===== src/design/mexp_pkg.sv =====
// ----------------------------------------------------------------------------
// mexp_pkg
// Shared constants and types of the modular exponentiation block: register
// map, datapath operation codes and the command / status bundles that join
// the controller to the datapath.
// ----------------------------------------------------------------------------
package mexp_pkg;

  localparam int WORD_BITS_DEF = 32;   // default operand width
  localparam int DATA_BITS     = 32;   // width of ports and registers
  localparam int ADDR_BITS     = 4;    // three 32-bit registers, byte addressed
  localparam int IDX_MAX_BITS  = 5;    // holds an exponent bit index up to 31

  localparam logic [1:0] REG_MODULUS     = 2'd0;
  localparam logic [1:0] REG_PUBLIC_EXP  = 2'd1;
  localparam logic [1:0] REG_PRIVATE_EXP = 2'd2;

  localparam logic OPC_ENCRYPT = 1'b0;
  localparam logic OPC_DECRYPT = 1'b1;

  typedef enum logic [2:0] {
    OP_NONE,
    OP_LOAD,        // capture operands, start reduction of the base
    OP_SQUARE,      // product <= acc * acc
    OP_MULT,        // product <= acc * base
    OP_STEP,        // one restoring division step
    OP_STORE_BASE,  // base <= reduced product
    OP_STORE_ACC    // acc  <= reduced product
  } dp_op_t;

  typedef struct packed {
    dp_op_t                  op;
    logic [IDX_MAX_BITS-1:0] bit_idx;
  } dp_cmd_t;

  typedef struct packed {
    logic zero_base;
    logic zero_exp;
    logic mod_zero;
    logic exp_bit;
  } dp_status_t;

endpackage


===== src/design/mexp_ctrl.sv =====
// ----------------------------------------------------------------------------
// mexp_ctrl
// Sequencer of the exponentiation: scans the exponent from the top bit down,
// issues square and multiply products and counts the division steps of each
// reduction.
// ----------------------------------------------------------------------------
module mexp_ctrl #(
  parameter int WORD_BITS = mexp_pkg::WORD_BITS_DEF
) (
  input  logic                 clk,
  input  logic                 rst_n,
  input  logic                 start,
  input  logic                 out_free,
  input  mexp_pkg::dp_status_t status,
  output mexp_pkg::dp_cmd_t    cmd,
  output logic                 out_load,
  output logic                 busy
);

  localparam int STEPS    = 2 * WORD_BITS;
  localparam int CNT_BITS = $clog2(STEPS);
  localparam int IDX_BITS = $clog2(WORD_BITS);

  typedef enum logic [2:0] {
    S_IDLE,
    S_CHECK,
    S_RED_BASE,
    S_STORE_BASE,
    S_PROD,
    S_RED,
    S_STORE,
    S_DONE
  } state_t;

  state_t              state_r, state_nxt;
  logic [CNT_BITS-1:0] step_cnt_r, step_cnt_nxt;
  logic [IDX_BITS-1:0] bit_idx_r, bit_idx_nxt;
  logic                mult_phase_r, mult_phase_nxt;
  logic                last_step;

  assign last_step = (step_cnt_r == CNT_BITS'(STEPS - 1));

  always_comb begin
    state_nxt      = state_r;
    step_cnt_nxt   = step_cnt_r;
    bit_idx_nxt    = bit_idx_r;
    mult_phase_nxt = mult_phase_r;
    cmd.op         = mexp_pkg::OP_NONE;
    cmd.bit_idx    = mexp_pkg::IDX_MAX_BITS'(bit_idx_r);
    out_load       = 1'b0;
    case (state_r)
      S_IDLE: begin
        if (start) begin
          cmd.op    = mexp_pkg::OP_LOAD;
          state_nxt = S_CHECK;
        end
      end
      S_CHECK: begin
        step_cnt_nxt = '0;
        if (status.zero_base || status.zero_exp) begin
          state_nxt = S_DONE;
        end else if (status.mod_zero) begin
          state_nxt = S_STORE_BASE;
        end else begin
          state_nxt = S_RED_BASE;
        end
      end
      S_RED_BASE: begin
        cmd.op       = mexp_pkg::OP_STEP;
        step_cnt_nxt = step_cnt_r + 1'b1;
        if (last_step) state_nxt = S_STORE_BASE;
      end
      S_STORE_BASE: begin
        cmd.op         = mexp_pkg::OP_STORE_BASE;
        bit_idx_nxt    = IDX_BITS'(WORD_BITS - 1);
        mult_phase_nxt = 1'b0;
        state_nxt      = S_PROD;
      end
      S_PROD: begin
        cmd.op       = mult_phase_r ? mexp_pkg::OP_MULT : mexp_pkg::OP_SQUARE;
        step_cnt_nxt = '0;
        state_nxt    = status.mod_zero ? S_STORE : S_RED;
      end
      S_RED: begin
        cmd.op       = mexp_pkg::OP_STEP;
        step_cnt_nxt = step_cnt_r + 1'b1;
        if (last_step) state_nxt = S_STORE;
      end
      S_STORE: begin
        cmd.op = mexp_pkg::OP_STORE_ACC;
        if (!mult_phase_r && status.exp_bit) begin
          mult_phase_nxt = 1'b1;
          state_nxt      = S_PROD;
        end else begin
          mult_phase_nxt = 1'b0;
          if (bit_idx_r == '0) begin
            state_nxt = S_DONE;
          end else begin
            bit_idx_nxt = bit_idx_r - 1'b1;
            state_nxt   = S_PROD;
          end
        end
      end
      S_DONE: begin
        // hold until the output register can take the result
        if (out_free) begin
          out_load  = 1'b1;
          state_nxt = S_IDLE;
        end
      end
      default: state_nxt = S_IDLE;
    endcase
  end

  assign busy = (state_r != S_IDLE);

  always_ff @(posedge clk) begin
    if (!rst_n) begin
      state_r      <= S_IDLE;
      step_cnt_r   <= '0;
      bit_idx_r    <= '0;
      mult_phase_r <= 1'b0;
    end else begin
      state_r      <= state_nxt;
      step_cnt_r   <= step_cnt_nxt;
      bit_idx_r    <= bit_idx_nxt;
      mult_phase_r <= mult_phase_nxt;
    end
  end

endmodule


===== config.mk =====
export PLATFORM = sky130hd
export DESIGN_NAME = mexp_ctrl
export DESIGN_NICKNAME = d
export VERILOG_FILES = /design/src/design/mexp_pkg.sv /design/src/design/mexp_ctrl.sv
export SDC_FILE = /design/constraint.sdc
export NUM_CORES = 1
export LEC_CHECK = 0
export BUFFER_PORTS_ARGS = -buffer_cell sky130_fd_sc_hd__buf_2
export CORE_MARGIN = 2
export CORE_UTILIZATION = 25
export CTS_BUF_LIST = sky130_fd_sc_hd__clkbuf_2
export DETAILED_ROUTE_END_ITERATION = 12
export PLACE_DENSITY_LB_ADDON = 0.2
export SLEW_MARGIN = 20
export SYNTH_ARGS = -nofsm -noshare
export SYNTH_HDL_FRONTEND = slang
export SYNTH_SLANG_ARGS = --single-unit

===== constraint.sdc =====
create_clock -name clk -period 1.87 [get_ports clk]
set_input_delay 0 -clock clk [delete_from_list [all_inputs] [get_ports clk]]
set_output_delay 0 -clock clk [all_outputs]
set_load 0.01 [all_outputs]

==> summary.md <==
| Metric | Value |
|---|---|
| Measured slew at the worst slew-check pin | `0.544 ns` |
| TritonCTS clock tree | `done` |
| Run status | `complete, no violations` |
| Number of synthesized flops with an enable pin | `0` |
| Final Hold Fails | `0` |
| Unrepaired setup endpoints after global routing | `false` |
| Synth warn | `0` |
| FMAX | `585 MHz` |
| Post-CTS resize count | `0` |
| Ys flop type | `dfxtp_1` |
| Setup CP Type | `register to output port` |
| Synth Net Count | `138` |
| Area of the mapped netlist | `1040 um^2` |
| Min-delay worst type | `primary input to register` |
| Global-route wire length before repair | `4720 um` |
| Netlist cell types | `47` |
| Vias in the first global route | `983` |
| Synth-to-layout area growth | `18.4%` |
| TNS Setup | `0 ns` |
| Worst Skew | `0.0246 ns` |
| Pwr Density | `1330 nW/um^2` |
| Die area | `4700 um^2` |
| # fillers | `423` |
| M1 WL | `1290 um` |
| Crit. End Element | `output port` |
| Final setup fails | `0` |
| WL final | `2730 um` |
| Wire per inst | `13.8 um` |
| CP startpoint kind | `register` |
| First DRT Iteration DRCs | `42` |
| WL met3 | `121 um` |
| Synth Register Bits | `15` |
| Vias | `1042` |
| Pin count of the biggest net entering global routing | `26` |
| Final Critical Period | `1.71 ns` |
| Postcts setup bufs | `0` |
| CTS Buffer Depth | `2` |
| Rows | `23` |
| Tcrit/Tclk final | `0.914` |
| Total grt overflow | `0` |
| # H-tree levels | `1` |
| Relative slew slack | `0.637` |
| Via density | `5.26` |
| Clock root cell | `clkbuf_2` |
| Clock slew at reported path FFs | `0.19 ns` |
| Initial Util | `0.260` |
| Register area share after synthesis | `0.288` |
| Die height | `68.5 um` |
| Crit Path Max Fanout | `18` |
| CTS Buf Count | `3` |
| Number of diodes | `0` |
| Synth Area per Inst | `8.13 um^2` |
| Die Width | `68.5 um` |
| Max-slew violation count | `0` |
| Initial antenna violation count | `0` |
| # IOs | `18` |
| Share of cells above drive strength 1 | `0.216` |
| Core area | `4000 um^2` |
| GRT Overall Usage | `0.131` |
| IO Port Bufs | `17` |
| Post-DP HPWL | `2030 um` |
| Required @ worst endpoint | `1.87 ns` |
| Leakage | `0.502 nW` |
| Met2 Routed Length | `1300 um` |
| Worst-Skew Late Latency | `0.32 ns` |
| Max layer used | `met4` |
| Arrival time worst endpoint | `1.71 ns` |
| Antenna-violating nets left | `0` |
| Cells after Synth | `128` |
| VDD IR max | `346 uV` |
| Sink Count | `15` |
| Hold WS | `0.0624 ns` |
| Async set or reset register ratio after synthesis | `0` |
| Tot Pwr | `1.64 mW` |
| RD Place Congestion | `0.739` |
| Drt pass-1 iters | `4` |
| # DRC | `0` |
| Max-cap viol count | `0` |
| Nets | `159` |
[final timing paths]
kind         cells after the start            to  slack (ns)         start
max                              4      out_load        0.16    state_r[2]
min                              3    state_r[2]        0.06     status[3]
max reg2reg                      6    state_r[1]        0.25  bit_idx_r[0]
min reg2reg                      2  bit_idx_r[0]        0.51  bit_idx_r[0]
[critical path: stages (launching register included)]
cell and delay (ns):
dfxtp_1 0.54, buf_4 0.29, and2_1 0.24, and3_1 0.20
buf_2 0.13
[cells by family (layout without fill, tap and decap cells)]
| logic type | after synthesis | count (layout) | synth area share |
|---|---|---|---|
| buffers and inverters | 13 | 33 | 0.0589 |
| muxes | 2 | 2 | 0.0204 |
| adders and majority gates | 2 | 2 | 0.0240 |
| DFF | 15 | 15 | 0.288 |
| and+or+nand+nor | 48 | 48 | 0.275 |
| xor gates and xnor gates | 2 | 2 | 0.0168 |
| AOI/OAI and AO/OA | 46 | 46 | 0.316 |
[layer usage]
| layer | track usage | vias to the layer above |
|---|---|---|
| met5 | 0 | - |
| met4 | 0.0225 | 0 |
| met3 | 0.0357 | 2 |
| met2 | 0.222 | 17 |
| met1 | 0.167 | 495 |
| li1 | - | 528 |
[final cells by class]
type / instances / area (um^2) / area share
clock buffer: 3 / 15.0 / 0.0122
sequential: 15 / 300 / 0.244
multi-input combinational: 100 / 679 / 0.551
tap: 50 / 62.6 / 0.0508
clock inverter: 1 / 5.00 / 0.00406
inverter: 6 / 22.5 / 0.0183
timing repair buffer: 23 / 148 / 0.120
[flip-flops by register name, indices dropped and copies added, names as in the netlist]
signal        count
state_r           3
mult_phase_r      1
step_cnt_r        6
bit_idx_r         5
[what timing repair did]
action                                 in CTS  in global routing
endpoints found under the hold margin       6                  0
setup endpoints to repair                   0                  0
hold buffers                                2                  0
[synthesized netlist by cell type, types with 2 or more instances]
cell        n  area share
nor2b_1     2       0.012
nor2_1     10       0.036
nand2_1    12       0.043
o31ai_1     3       0.022
o21ai_1     6       0.029
o211ai_1    3       0.022
inv_1       5       0.018
a222oi_1    2       0.019
or3_1       3       0.018
o211a_1     3       0.029
dfxtp_1    15        0.29
buf_2       4       0.019
ha_1        2       0.024
a311oi_1    2       0.017
nand2b_1    4       0.024
o21a_1      2       0.014
nand3_1     3       0.014
clkbuf_1    2      0.0072
o21ai_0     3       0.014
o2111ai_1   3       0.025
nand3b_1    3       0.022
a21oi_1     9       0.043
o22ai_1     2       0.012
and2_1      2       0.012
[per-stage QoR]
step                 util  area [um^2]  setup WS, ns  std cells
floorplan               -         1040         0.377        128
global placement    0.298         1190         0.351        192
detailed placement  0.298         1190         0.285        192
CTS                 0.308         1230         0.142        198
global route        0.308         1230        0.0515        198
finish              0.308         1230         0.160        198
[cell usage in the layout, fill, tap and decap left out, drive strengths merged, types with 3 or more instances in the layout]
| cell type | count |
|---|---|
| a21oi | 9 |
| buf | 21 |
| clkbuf | 3 |
| dfxtp | 15 |
| inv | 6 |
| nand2 | 12 |
| nand2b | 4 |
| nand3 | 3 |
| nand3b | 3 |
| nor2 | 10 |
| o2111ai | 3 |
| o211a | 3 |
| o211ai | 3 |
| o21ai | 9 |
| o31ai | 3 |
| or3 | 3 |
[report_power, final]
part           switching (mW)  internal, mW  leakage [nW]
Sequential              0.116         0.390         0.122
Combinational           0.527         0.431         0.364
Clock                   0.124        0.0484        0.0164
Total                   0.766         0.869         0.502
Power figures use the tool's default switching activity.
